$ cat config.mk
export PLATFORM = sky130hd
export DESIGN_NAME = step_sequencer_note_table_top
export DESIGN_NICKNAME = d
export VERILOG_FILES = /design/src/hdl/ssnt_pkg.sv /design/src/hdl/ssnt_front.sv /design/src/hdl/ssnt_back.sv /design/src/hdl/step_sequencer_note_table_top.sv
export SDC_FILE = /design/constraint.sdc
export NUM_CORES = 2
export LEC_CHECK = 0
export ABC_CLOCK_PERIOD_IN_PS = 7300
export BUFFER_PORTS_ARGS = -buffer_cell sky130_fd_sc_hd__buf_2
export CORE_MARGIN = 4
export CORE_UTILIZATION = 57
export DETAILED_ROUTE_END_ITERATION = 10
export PLACE_DENSITY = 0.76
export SLEW_MARGIN = 15
export SYNTH_ARGS = -nofsm -noshare
export SYNTH_HDL_FRONTEND = slang
export SYNTH_SLANG_ARGS = --single-unit
$ cat constraint.sdc
create_clock -name aclk -period 7.3 [get_ports aclk]
set_input_delay 0.365 -clock aclk [delete_from_list [all_inputs] [get_ports aclk]]
set_output_delay 0.365 -clock aclk [all_outputs]
set_load 0.02 [all_outputs]
$ cat src/hdl/ssnt_pkg.sv
package ssnt_pkg;

    localparam int STEPS = 16;
    localparam int NOTES = 8;
    localparam int STEP_W = $clog2(STEPS);
    localparam int NOTE_W = $clog2(NOTES);
    localparam int CNT_W = $clog2(NOTES + 1);
    localparam int QDEPTH = 2;

    localparam logic [9:0] GATE_MAX = 10'd1000;
    localparam logic [6:0] VEL_MAX = 7'd127;
    localparam logic [6:0] PROB_MAX = 7'd100;
    localparam logic [7:0] CYCLE_DEFAULT = 8'd12;
    localparam int OCT_BASE = 4;
    localparam int OCT_TOP = 9;

    localparam logic [2:0] REG_CYCLE = 3'd0;
    localparam logic [2:0] REG_TRANSPOSE = 3'd1;
    localparam logic [2:0] REG_GATE = 3'd2;
    localparam logic [2:0] REG_VEL = 3'd3;
    localparam logic [2:0] REG_PROB = 3'd4;

    typedef enum logic [3:0] {
        OP_SELECT = 4'd0, OP_DESELECT = 4'd1, OP_RESET = 4'd2, OP_RESET_ALL = 4'd3,
        OP_TOGGLE = 4'd4, OP_CLEAR = 4'd5, OP_COPY = 4'd6, OP_GATE = 4'd7,
        OP_VELOCITY = 4'd8, OP_PROBABILITY = 4'd9, OP_TIE = 4'd10,
        OP_TRANSPOSE = 4'd11, OP_READ = 4'd12
    } op_t;

    typedef enum logic [1:0] {
        ST_DONE = 2'd0, ST_REFUSED = 2'd1, ST_EMPTY = 2'd2, ST_RANGE = 2'd3
    } status_t;

    typedef struct packed {
        logic [3:0] opcode;
        logic [7:0] step_index;
        logic [7:0] other_step;
        logic signed [15:0] pitch;
        logic signed [15:0] pitch_delta;
        logic [15:0] setting_value;
    } in_item_t;

    typedef struct packed {
        logic [1:0] status;
        logic note_valid;
        logic signed [15:0] note_pitch;
        logic [3:0] note_count;
        logic [9:0] gate_out;
        logic [6:0] velocity_out;
        logic [6:0] probability_out;
        logic tie_out;
        logic programmed;
        logic selected_valid;
        logic [3:0] selected_index;
        logic last;
    } out_item_t;

    // classified command handed from front to back
    typedef struct packed {
        op_t op;
        logic op_known;
        logic s_ok;
        logic d_ok;
        logic [STEP_W-1:0] s;
        logic [STEP_W-1:0] d;
        logic signed [15:0] pitch;
        logic signed [15:0] delta;
        logic [9:0] gate_c;
        logic [6:0] vel_c;
        logic [6:0] prob_c;
        logic tie_c;
    } cmd_t;

    typedef struct packed {
        logic [7:0] cycle_length;
        logic signed [15:0] global_transpose;
        logic [9:0] default_gate;
        logic [6:0] default_velocity;
        logic [6:0] default_probability;
    } cfg_t;

endpackage

$ cat src/hdl/ssnt_front.sv
module ssnt_front (
    input  logic aclk,
    input  logic aresetn,
    input  logic s_valid,
    output logic s_ready,
    input  ssnt_pkg::in_item_t s_data,
    output logic q_valid,
    input  logic q_ready,
    output ssnt_pkg::cmd_t q_cmd
);

    ssnt_pkg::cmd_t cmd;
    ssnt_pkg::cmd_t fifo_reg [ssnt_pkg::QDEPTH];
    logic wp_reg, wp_next, rp_reg, rp_next;
    logic [1:0] cnt_reg, cnt_next;
    logic push, pop;

    always_comb begin
        cmd.op = ssnt_pkg::op_t'(s_data.opcode);
        cmd.op_known = s_data.opcode <= 4'(ssnt_pkg::OP_READ);
        cmd.s_ok = s_data.step_index < 8'(ssnt_pkg::STEPS);
        cmd.d_ok = s_data.other_step < 8'(ssnt_pkg::STEPS);
        cmd.s = s_data.step_index[ssnt_pkg::STEP_W-1:0];
        cmd.d = s_data.other_step[ssnt_pkg::STEP_W-1:0];
        cmd.pitch = s_data.pitch;
        cmd.delta = s_data.pitch_delta;
        cmd.gate_c = (s_data.setting_value > 16'(ssnt_pkg::GATE_MAX)) ?
                     ssnt_pkg::GATE_MAX : s_data.setting_value[9:0];
        cmd.vel_c = (s_data.setting_value > 16'(ssnt_pkg::VEL_MAX)) ?
                    ssnt_pkg::VEL_MAX : s_data.setting_value[6:0];
        cmd.prob_c = (s_data.setting_value > 16'(ssnt_pkg::PROB_MAX)) ?
                     ssnt_pkg::PROB_MAX : s_data.setting_value[6:0];
        cmd.tie_c = s_data.setting_value != 16'd0;
    end

    assign s_ready = cnt_reg != 2'(ssnt_pkg::QDEPTH);
    assign q_valid = cnt_reg != 2'd0;
    assign q_cmd = fifo_reg[rp_reg];
    assign push = s_valid && s_ready;
    assign pop = q_valid && q_ready;

    always_comb begin
        wp_next = push ? ~wp_reg : wp_reg;
        rp_next = pop ? ~rp_reg : rp_reg;
        cnt_next = cnt_reg + 2'(push) - 2'(pop);
    end

    always_ff @(posedge aclk) begin
        if (!aresetn) begin
            wp_reg <= 1'b0;
            rp_reg <= 1'b0;
            cnt_reg <= 2'd0;
        end else begin
            wp_reg <= wp_next;
            rp_reg <= rp_next;
            cnt_reg <= cnt_next;
        end
        if (push) begin
            fifo_reg[wp_reg] <= cmd;
        end
    end

endmodule

$ cat src/hdl/ssnt_back.sv
module ssnt_back (
    input  logic aclk,
    input  logic aresetn,
    input  ssnt_pkg::cfg_t cfg,
    input  logic q_valid,
    output logic q_ready,
    input  ssnt_pkg::cmd_t q_cmd,
    output logic m_valid,
    input  logic m_ready,
    output ssnt_pkg::out_item_t m_data
);

    typedef enum logic [2:0] {
        S_IDLE, S_LOAD, S_CHECK, S_EXEC, S_EMIT, S_CLEAR
    } state_t;

    state_t state_reg;
    ssnt_pkg::cmd_t cmd_reg;

    // per-step storage, one row per step
    logic signed [15:0] notes_reg [ssnt_pkg::STEPS][ssnt_pkg::NOTES];
    logic [ssnt_pkg::CNT_W-1:0] count_reg [ssnt_pkg::STEPS];
    logic [9:0] gate_reg [ssnt_pkg::STEPS];
    logic [6:0] vel_reg [ssnt_pkg::STEPS];
    logic [6:0] prob_reg [ssnt_pkg::STEPS];
    logic tie_reg [ssnt_pkg::STEPS];
    logic sel_valid_reg;
    logic [ssnt_pkg::STEP_W-1:0] sel_index_reg;

    // working copy of the target row
    logic signed [15:0] row_reg [ssnt_pkg::NOTES];
    logic [ssnt_pkg::CNT_W-1:0] rcnt_reg;
    logic [9:0] rgate_reg;
    logic [6:0] rvel_reg, rprob_reg;
    logic rtie_reg;
    logic [ssnt_pkg::STEP_W-1:0] tgt_reg;
    logic [ssnt_pkg::NOTE_W-1:0] idx_reg;
    logic [ssnt_pkg::STEP_W-1:0] clr_reg;
    logic bad_reg;
    logic [1:0] status_reg;
    logic init_reg;

    logic [9:0] dgate;
    logic [6:0] dprob;
    logic signed [17:0] shifted;
    logic signed [17:0] disp;
    logic signed [8:0] cyc;
    logic signed [17:0] cyc_w;
    logic signed [17:0] oct_lo;
    logic signed [17:0] oct_hi;
    logic note_bad;

    logic signed [15:0] trow [ssnt_pkg::NOTES];
    logic [ssnt_pkg::CNT_W-1:0] tcnt;
    logic tok;
    logic found;
    logic [ssnt_pkg::NOTE_W:0] fpos;

    ssnt_pkg::status_t exec_status;
    ssnt_pkg::out_item_t emit_data;
    logic emit_more;
    logic emit_go;

    assign dgate = (cfg.default_gate > ssnt_pkg::GATE_MAX) ? ssnt_pkg::GATE_MAX
                                                          : cfg.default_gate;
    assign dprob = (cfg.default_probability > ssnt_pkg::PROB_MAX) ? ssnt_pkg::PROB_MAX
                                                                  : cfg.default_probability;
    // m_data holds a waiting result, so the next command may proceed meanwhile
    assign q_ready = (state_reg == S_IDLE) && !init_reg;
    assign emit_go = (state_reg == S_EMIT) && (!m_valid || m_ready);

    // transpose range check of one note per cycle; the displayed octave
    // floor(disp / cyc) + base stays in range exactly when disp lies in
    // [-base * cyc, (top - base + 1) * cyc)
    always_comb begin
        shifted = 18'(row_reg[idx_reg]) + 18'(cmd_reg.delta);
        disp = shifted + 18'(cfg.global_transpose);
        cyc = (cfg.cycle_length == 8'd0) ? 9'(ssnt_pkg::CYCLE_DEFAULT)
                                         : 9'({1'b0, cfg.cycle_length});
        cyc_w = 18'(cyc);
        oct_lo = -(18'(ssnt_pkg::OCT_BASE) * cyc_w);
        oct_hi = 18'(ssnt_pkg::OCT_TOP - ssnt_pkg::OCT_BASE + 1) * cyc_w;
        note_bad = shifted < -18'sd32768 || shifted > 18'sd32767 ||
                   disp < oct_lo || disp >= oct_hi;
    end

    // toggle: remove if present, else sorted insert if the row has room
    always_comb begin
        found = 1'b0;
        fpos = '0;
        for (int k = 0; k < ssnt_pkg::NOTES; k++) begin
            if (!found && (k < int'(rcnt_reg)) && row_reg[k] == cmd_reg.pitch) begin
                found = 1'b1;
                fpos = (ssnt_pkg::NOTE_W+1)'(k);
            end
        end
        tok = 1'b0;
        tcnt = rcnt_reg;
        for (int k = 0; k < ssnt_pkg::NOTES; k++) begin
            trow[k] = row_reg[k];
        end
        if (found) begin
            for (int k = 0; k < ssnt_pkg::NOTES; k++) begin
                if (k >= int'(fpos)) begin
                    trow[k] = (k + 1 < int'(rcnt_reg)) ? row_reg[(k+1) % ssnt_pkg::NOTES]
                                                       : ((k < int'(rcnt_reg)) ? 16'sd0
                                                                               : row_reg[k]);
                end
            end
            tcnt = rcnt_reg - 1'b1;
            tok = 1'b1;
        end else if (int'(rcnt_reg) < ssnt_pkg::NOTES) begin
            for (int k = 0; k < ssnt_pkg::NOTES; k++) begin
                if (k <= int'(rcnt_reg)) begin
                    if (k > 0 && row_reg[(k+ssnt_pkg::NOTES-1) % ssnt_pkg::NOTES] > cmd_reg.pitch)
                    begin
                        trow[k] = row_reg[(k+ssnt_pkg::NOTES-1) % ssnt_pkg::NOTES];
                    end else if (k == 0 || row_reg[(k+ssnt_pkg::NOTES-1) % ssnt_pkg::NOTES]
                                           <= cmd_reg.pitch) begin
                        trow[k] = (k < int'(rcnt_reg) && row_reg[k] <= cmd_reg.pitch) ?
                                  row_reg[k] : cmd_reg.pitch;
                    end
                end
            end
            tcnt = rcnt_reg + 1'b1;
            tok = 1'b1;
        end
    end

    // status of the command being executed
    always_comb begin
        exec_status = ssnt_pkg::ST_REFUSED;
        if (cmd_reg.op_known) begin
            unique case (cmd_reg.op)
                ssnt_pkg::OP_SELECT, ssnt_pkg::OP_RESET, ssnt_pkg::OP_CLEAR,
                ssnt_pkg::OP_READ:
                    if (cmd_reg.s_ok) exec_status = ssnt_pkg::ST_DONE;
                ssnt_pkg::OP_DESELECT, ssnt_pkg::OP_RESET_ALL:
                    exec_status = ssnt_pkg::ST_DONE;
                ssnt_pkg::OP_TOGGLE:
                    if (sel_valid_reg && tok) exec_status = ssnt_pkg::ST_DONE;
                ssnt_pkg::OP_COPY:
                    if (cmd_reg.s_ok && cmd_reg.d_ok) exec_status = ssnt_pkg::ST_DONE;
                ssnt_pkg::OP_GATE:
                    if (cmd_reg.s_ok && rgate_reg != cmd_reg.gate_c)
                        exec_status = ssnt_pkg::ST_DONE;
                ssnt_pkg::OP_VELOCITY:
                    if (cmd_reg.s_ok && rvel_reg != cmd_reg.vel_c)
                        exec_status = ssnt_pkg::ST_DONE;
                ssnt_pkg::OP_PROBABILITY:
                    if (cmd_reg.s_ok && rprob_reg != cmd_reg.prob_c)
                        exec_status = ssnt_pkg::ST_DONE;
                ssnt_pkg::OP_TIE:
                    if (cmd_reg.s_ok && rtie_reg != cmd_reg.tie_c)
                        exec_status = ssnt_pkg::ST_DONE;
                ssnt_pkg::OP_TRANSPOSE: begin
                    if (!cmd_reg.s_ok || rcnt_reg == '0) begin
                        exec_status = ssnt_pkg::ST_EMPTY;
                    end else if (bad_reg) begin
                        exec_status = ssnt_pkg::ST_RANGE;
                    end else if (cmd_reg.delta != 16'sd0) begin
                        exec_status = ssnt_pkg::ST_DONE;
                    end
                end
                default: ;
            endcase
        end
    end

    // result word for the current emit cycle
    always_comb begin
        emit_data = '0;
        emit_data.status = status_reg;
        emit_data.selected_valid = sel_valid_reg;
        emit_data.selected_index = 4'(sel_index_reg);
        emit_data.last = 1'b1;
        emit_more = 1'b0;
        if (cmd_reg.op_known && cmd_reg.op == ssnt_pkg::OP_READ) begin
            emit_data.note_valid = rcnt_reg != '0;
            emit_data.note_pitch = (rcnt_reg != '0) ? row_reg[idx_reg] : 16'sd0;
            emit_data.note_count = 4'(rcnt_reg);
            emit_data.gate_out = rgate_reg;
            emit_data.velocity_out = rvel_reg;
            emit_data.probability_out = rprob_reg;
            emit_data.tie_out = rtie_reg;
            emit_data.programmed = (rcnt_reg != '0) || rtie_reg;
            emit_more = 32'(idx_reg) + 1 < 32'(rcnt_reg);
            emit_data.last = !emit_more;
        end
    end

    always_ff @(posedge aclk) begin
        if (!aresetn) begin
            state_reg <= S_CLEAR;
            m_valid <= 1'b0;
            sel_valid_reg <= 1'b0;
            sel_index_reg <= '0;
            clr_reg <= '0;
            init_reg <= 1'b1;
        end else begin
            if (emit_go) begin
                m_valid <= 1'b1;
            end else if (m_valid && m_ready) begin
                m_valid <= 1'b0;
            end
            unique case (state_reg)
                S_IDLE: begin
                    if (q_valid && q_ready) begin
                        cmd_reg <= q_cmd;
                        tgt_reg <= (q_cmd.op == ssnt_pkg::OP_TOGGLE) ? sel_index_reg : q_cmd.s;
                        state_reg <= S_LOAD;
                    end
                end
                S_LOAD: begin
                    for (int k = 0; k < ssnt_pkg::NOTES; k++) begin
                        row_reg[k] <= notes_reg[tgt_reg][k];
                    end
                    rcnt_reg <= count_reg[tgt_reg];
                    rgate_reg <= gate_reg[tgt_reg];
                    rvel_reg <= vel_reg[tgt_reg];
                    rprob_reg <= prob_reg[tgt_reg];
                    rtie_reg <= tie_reg[tgt_reg];
                    idx_reg <= '0;
                    bad_reg <= 1'b0;
                    state_reg <= (cmd_reg.op == ssnt_pkg::OP_TRANSPOSE && cmd_reg.s_ok &&
                                  count_reg[tgt_reg] != '0) ? S_CHECK : S_EXEC;
                end
                S_CHECK: begin
                    if (note_bad) begin
                        bad_reg <= 1'b1;
                    end
                    if (32'(idx_reg) + 1 >= 32'(rcnt_reg)) begin
                        state_reg <= S_EXEC;
                    end else begin
                        idx_reg <= idx_reg + 1'b1;
                    end
                end
                S_EXEC: begin
                    status_reg <= exec_status;
                    idx_reg <= '0;
                    state_reg <= (cmd_reg.op_known && cmd_reg.op == ssnt_pkg::OP_RESET_ALL) ?
                                 S_CLEAR : S_EMIT;
                    if (cmd_reg.op_known) begin
                        unique case (cmd_reg.op)
                            ssnt_pkg::OP_SELECT: if (cmd_reg.s_ok) begin
                                sel_valid_reg <= 1'b1;
                                sel_index_reg <= cmd_reg.s;
                            end
                            ssnt_pkg::OP_DESELECT: begin
                                sel_valid_reg <= 1'b0;
                                sel_index_reg <= '0;
                            end
                            ssnt_pkg::OP_RESET: if (cmd_reg.s_ok) begin
                                for (int k = 0; k < ssnt_pkg::NOTES; k++) begin
                                    notes_reg[tgt_reg][k] <= '0;
                                end
                                count_reg[tgt_reg] <= '0;
                                gate_reg[tgt_reg] <= dgate;
                                vel_reg[tgt_reg] <= cfg.default_velocity;
                                prob_reg[tgt_reg] <= dprob;
                                tie_reg[tgt_reg] <= 1'b0;
                            end
                            ssnt_pkg::OP_RESET_ALL: begin
                                sel_valid_reg <= 1'b0;
                                sel_index_reg <= '0;
                                clr_reg <= '0;
                            end
                            ssnt_pkg::OP_TOGGLE: if (sel_valid_reg && tok) begin
                                for (int k = 0; k < ssnt_pkg::NOTES; k++) begin
                                    notes_reg[tgt_reg][k] <= trow[k];
                                end
                                count_reg[tgt_reg] <= tcnt;
                            end
                            ssnt_pkg::OP_CLEAR: if (cmd_reg.s_ok) begin
                                for (int k = 0; k < ssnt_pkg::NOTES; k++) begin
                                    notes_reg[tgt_reg][k] <= '0;
                                end
                                count_reg[tgt_reg] <= '0;
                                tie_reg[tgt_reg] <= 1'b0;
                            end
                            ssnt_pkg::OP_COPY: if (cmd_reg.s_ok && cmd_reg.d_ok) begin
                                for (int k = 0; k < ssnt_pkg::NOTES; k++) begin
                                    notes_reg[cmd_reg.d][k] <= row_reg[k];
                                end
                                count_reg[cmd_reg.d] <= rcnt_reg;
                                gate_reg[cmd_reg.d] <= rgate_reg;
                                vel_reg[cmd_reg.d] <= rvel_reg;
                                prob_reg[cmd_reg.d] <= rprob_reg;
                                tie_reg[cmd_reg.d] <= rtie_reg;
                            end
                            ssnt_pkg::OP_GATE:
                                if (cmd_reg.s_ok && rgate_reg != cmd_reg.gate_c) begin
                                    gate_reg[tgt_reg] <= cmd_reg.gate_c;
                                end
                            ssnt_pkg::OP_VELOCITY:
                                if (cmd_reg.s_ok && rvel_reg != cmd_reg.vel_c) begin
                                    vel_reg[tgt_reg] <= cmd_reg.vel_c;
                                end
                            ssnt_pkg::OP_PROBABILITY:
                                if (cmd_reg.s_ok && rprob_reg != cmd_reg.prob_c) begin
                                    prob_reg[tgt_reg] <= cmd_reg.prob_c;
                                end
                            ssnt_pkg::OP_TIE:
                                if (cmd_reg.s_ok && rtie_reg != cmd_reg.tie_c) begin
                                    tie_reg[tgt_reg] <= cmd_reg.tie_c;
                                end
                            ssnt_pkg::OP_TRANSPOSE: begin
                                if (cmd_reg.s_ok && rcnt_reg != '0 && !bad_reg &&
                                    cmd_reg.delta != 16'sd0) begin
                                    for (int k = 0; k < ssnt_pkg::NOTES; k++) begin
                                        if (k < int'(rcnt_reg)) begin
                                            notes_reg[tgt_reg][k] <= row_reg[k] + cmd_reg.delta;
                                        end
                                    end
                                end
                            end
                            ssnt_pkg::OP_READ: begin
                                if (!cmd_reg.s_ok) begin
                                    rcnt_reg <= '0;
                                    rgate_reg <= dgate;
                                    rvel_reg <= cfg.default_velocity;
                                    rprob_reg <= dprob;
                                    rtie_reg <= 1'b0;
                                end
                            end
                            default: ;
                        endcase
                    end
                end
                S_EMIT: begin
                    if (emit_go) begin
                        m_data <= emit_data;
                        if (emit_more) begin
                            idx_reg <= idx_reg + 1'b1;
                        end else begin
                            state_reg <= S_IDLE;
                        end
                    end
                end
                S_CLEAR: begin
                    for (int k = 0; k < ssnt_pkg::NOTES; k++) begin
                        notes_reg[clr_reg][k] <= '0;
                    end
                    count_reg[clr_reg] <= '0;
                    gate_reg[clr_reg] <= dgate;
                    vel_reg[clr_reg] <= cfg.default_velocity;
                    prob_reg[clr_reg] <= dprob;
                    tie_reg[clr_reg] <= 1'b0;
                    clr_reg <= clr_reg + 1'b1;
                    if (32'(clr_reg) == ssnt_pkg::STEPS - 1) begin
                        state_reg <= init_reg ? S_IDLE : S_EMIT;
                        init_reg <= 1'b0;
                    end
                end
                default: state_reg <= S_IDLE;
            endcase
        end
    end

endmodule

$ cat src/hdl/step_sequencer_note_table_top.sv
// Flow: each command is queued, loaded, executed and emitted; transpose first checks
// each note of the step in turn, and reset all clears every step in turn before emitting.
// Throughput: one command in flight in the execute unit; a read emits one result per
// cycle while the result side is ready, one per note (one for an empty step). A 2-entry
// queue decouples input, and a waiting result does not hold off the next command.
// Reset: synchronous, active low; afterward a clearing pass loads every step with
// the defaults before the first command is taken.
module step_sequencer_note_table_top (
    input  logic aclk,
    input  logic aresetn,
    input  logic s_valid,
    output logic s_ready,
    input  ssnt_pkg::in_item_t s_data,
    output logic m_valid,
    input  logic m_ready,
    output ssnt_pkg::out_item_t m_data,
    input  logic cfg_we,
    input  logic [2:0] cfg_index,
    input  logic [15:0] cfg_data
);

    ssnt_pkg::cfg_t cfg_reg;
    ssnt_pkg::cmd_t q_cmd;
    logic q_valid, q_ready;

    always_ff @(posedge aclk) begin
        if (!aresetn) begin
            cfg_reg.cycle_length <= ssnt_pkg::CYCLE_DEFAULT;
            cfg_reg.global_transpose <= 16'sd0;
            cfg_reg.default_gate <= 10'd500;
            cfg_reg.default_velocity <= 7'd100;
            cfg_reg.default_probability <= 7'd100;
        end else if (cfg_we) begin
            priority case (cfg_index)
                ssnt_pkg::REG_CYCLE: cfg_reg.cycle_length <= cfg_data[7:0];
                ssnt_pkg::REG_TRANSPOSE: cfg_reg.global_transpose <= cfg_data;
                ssnt_pkg::REG_GATE: cfg_reg.default_gate <= cfg_data[9:0];
                ssnt_pkg::REG_VEL: cfg_reg.default_velocity <= cfg_data[6:0];
                ssnt_pkg::REG_PROB: cfg_reg.default_probability <= cfg_data[6:0];
                default: ;
            endcase
        end
    end

    ssnt_front u_front (
        .aclk(aclk), .aresetn(aresetn),
        .s_valid(s_valid), .s_ready(s_ready), .s_data(s_data),
        .q_valid(q_valid), .q_ready(q_ready), .q_cmd(q_cmd)
    );

    ssnt_back u_back (
        .aclk(aclk), .aresetn(aresetn), .cfg(cfg_reg),
        .q_valid(q_valid), .q_ready(q_ready), .q_cmd(q_cmd),
        .m_valid(m_valid), .m_ready(m_ready), .m_data(m_data)
    );

endmodule

==> summary.txt <==
Run status
  • Status: completed

Timing
  • Worst Max-Slew Pin Slew: 1334 ps
  • Clock skew: 100.1 ps
  • Slew HR: 10.97%
  • RSZ-0062 raised after global routing: false
  • Period utilization: 90.88%
  • Max Freq: 150.7 MHz
  • Setup_tns: 0 ps
  • Final worst setup slack: 666.0 ps
  • Setup violators final: 0
  • Final hold vios: 0
  • Final min period: 6634 ps
  • Max-slew violations: 0

Floorplan
  • Die span in y: 490.6 um
  • Core area: 230800 um2
  • Die area: 240700 um2
  • Die width: 490.6 um
  • Cell Rows: 176
  • Starting Density: 57.53%
  • I/O pin cnt: 149

Hold path
  • Worst min path class: input port to flip-flop
  • WHS Path Cells: 2

Detailed routing
  • Vias: 83980
  • DR vias/cell: 7.134
  • DR DRC count: 0
  • Routed wire length: 465900 um
  • Post-route ant nets: 0
  • Initial drt markers: 12660
  • Routed len/inst: 39.58 um
  • Drt first pass iters: 9

Setup path
  • Crit-path max FO: 5
  • Reg-to-reg slack, setup: 670 ps
  • R2R cell count: 23
  • Req. time, crit path: 7920 ps
  • Crit start category: flip-flop
  • Worst EP arrival: 7250 ps
  • Crit path kind: flip-flop to flip-flop
  • Crit end category: flip-flop

GRT
  • GRT Util Overall: 38.60%
  • Global-route wire length before repair: 648600 um
  • GRT overflow: 0
  • Vias in the first global route: 82310
  • Initial antenna violation count: 61
  • Largest net degree at the start of global routing: 114

Yosys
  • Most frequent cell after synthesis: edfxtp_1
  • Area contributors post-synth: edfxtp_1, mux4_2, ha_1
  • Synth area leader: edfxtp_1
  • Async set or reset register ratio after synthesis: 0%
  • Netlist Area Pre-Place: 132800 um2
  • Flop and latch count out of synthesis: 3024
  • Primary FF master, synth: edfxtp_1
  • Synth cell count leaders: edfxtp_1, mux4_2, nor2_1, nand2_1, ha_1
  • Distinct cells, synth: 93
  • EDFF count, synth: 2950
  • Seq/Total Area, Yosys: 67.84%
  • YS warnings: 0
  • Syn nets: 8154
  • Share of the synthesized area in the top cell type: 66.72%
  • Syn_area_per_cell: 17.23 um2
  • Post-Synthesis Cells: 7707

Finish
  • Synth-to-Final Area Change: 14.67%
  • Layout net count: 8938
  • Non-filler instance count after layout: 11770
  • Design area: 152200 um2
  • Max reg flops: 2048
  • Fillers: 14900
  • Layout cell share with drive strength beyond 1: 27.37%

Clock network
  • Clk buf depth: 4
  • Clk slew on worst S/H paths: 70 ps
  • Root Driver: clkbuf_16
  • Sink Count: 3024
  • H-tree levels: 5
  • CTS tree: done
  • Clk_lat worst skew: 990 ps
  • Post-CTS Setup Bufs: 0
  • Total CTS buffers: 316

Place
  • Pre-CTS setup slack: 705.7 ps
  • Buffers on Ports: 148
  • DP Area: 141100 um2
  • Placed insts: 11100
  • RePlAce Congestion: 1.089
  • Hpwl dp: 297800 um

Power and ir drop
  • P_leak: 54.33 nW
  • VDD IR-drop max: 0.0003395 V
  • Power Density: 261.7 nW/um2

Job
  • Max-cap violations: 0
-- report_power, final --
| part | switching (mW) | total, mW | internal, mW |
|---|---|---|---|
| combinational | 2.90 | 4.27 | 1.37 |
| sequential | 0.268 | 19.6 | 19.4 |
| clock | 6.73 | 15.9 | 9.21 |
| total | 9.89 | 39.8 | 29.9 |
-- kinds of logic (layout without fill, tap and decap cells) --
logic type,after synthesis,in the layout,share of synthesized area [%]
flip-flops,3024,3024,67.84
AND/OR/NAND/NOR,1473,1473,5.114
AO/OA/AOI/OAI,1235,1235,6.200
multiplexers,940,940,14.78
buffers and inverters,504,1515,1.497
adder cells (fa/ha/maj),355,355,3.408
XOR/XNOR,176,176,1.161
other,0,29,0
-- worst max-delay path: stages (launching register included) --
cell       delay (ps)
edfxtp_1          560
mux4_2            550
mux2_2            340
ha_1              250
fa_1              500
a211oi_1          340
o21bai_1          120
a21oi_1           190
xnor2_1           100
ha_1              200
or3_1             370
o2111ai_1         320
a21oi_1           150
or3_1             390
a21oi_1           290
xnor2_1           140
ha_1              230
nor3_1            150
o21ai_0           130
a211o_1           300
a221oi_1          240
and3_1            190
nor3_1             50
o221ai_1          180
-- per-layer routing --
metal  track usage (%)  up-vias  part of all wire (%)
met5                 0        -                 0.039
met2             58.62     6739                    46
li1                  -    33000                     -
met3             10.64     1499                    12
met4             23.52       28                   7.5
met1             50.09    42720                    35
-- cell type report --
class                           count  area [um2]  area share (%)
Inverter                          120       451.7          0.2967
Antenna cell                       29       72.57         0.04767
Clock buffer                      377        8263           5.427
Sequential cell                  3024       90090           59.17
Clock inverter                    168        1748           1.148
Tap cell                         3026        3786           2.487
Timing Repair Buffer              850        6454           4.239
Multi-Input combinational cell   4179       41380           27.18
-- per-stage QoR --
stage | util (%) | hold WS [ps] | total power [mW]
after floorplan | - | 400.3 | 22.20
after detailed placement | 61.16 | 470.0 | 24.03
after global routing | 65.94 | 107.8 | 40.96
final | 65.97 | 116.0 | 39.84
after global placement | 61.15 | 462.2 | 23.98
after CTS | 65.90 | 57.49 | 39.79
-- final timing paths --
kind / start / end
hold / removal: s_data[38] / u_front.fifo_reg[0][47]
hold reg to reg: u_back.sel_index_reg[0] / u_back.m_data[1]
setup / recovery: u_back.row_reg[7][0] / u_back.bad_reg
setup reg to reg: u_back.row_reg[7][0] / u_back.bad_reg
-- what timing repair did --
action                                 in CTS  in global routing
endpoints found under the hold margin     221                  0
resized for setup                           0                  0
hold buffers                               93                  0
-- cell usage in the layout, fill, tap and decap left out, types with 104 or more instances in the layout --
cell type / count
inv_1: 116
nand3_1: 104
ha_1: 344
nor2_1: 390
edfxtp_1: 2950
nor2_2: 147
mux4_2: 805
nand2_1: 359
buf_4: 589
xnor2_1: 109
a21oi_1: 307
clkbuf_16: 321
o21ai_0: 173
buf_2: 149
mux2_2: 116
Power figures use the tool's default switching activity.
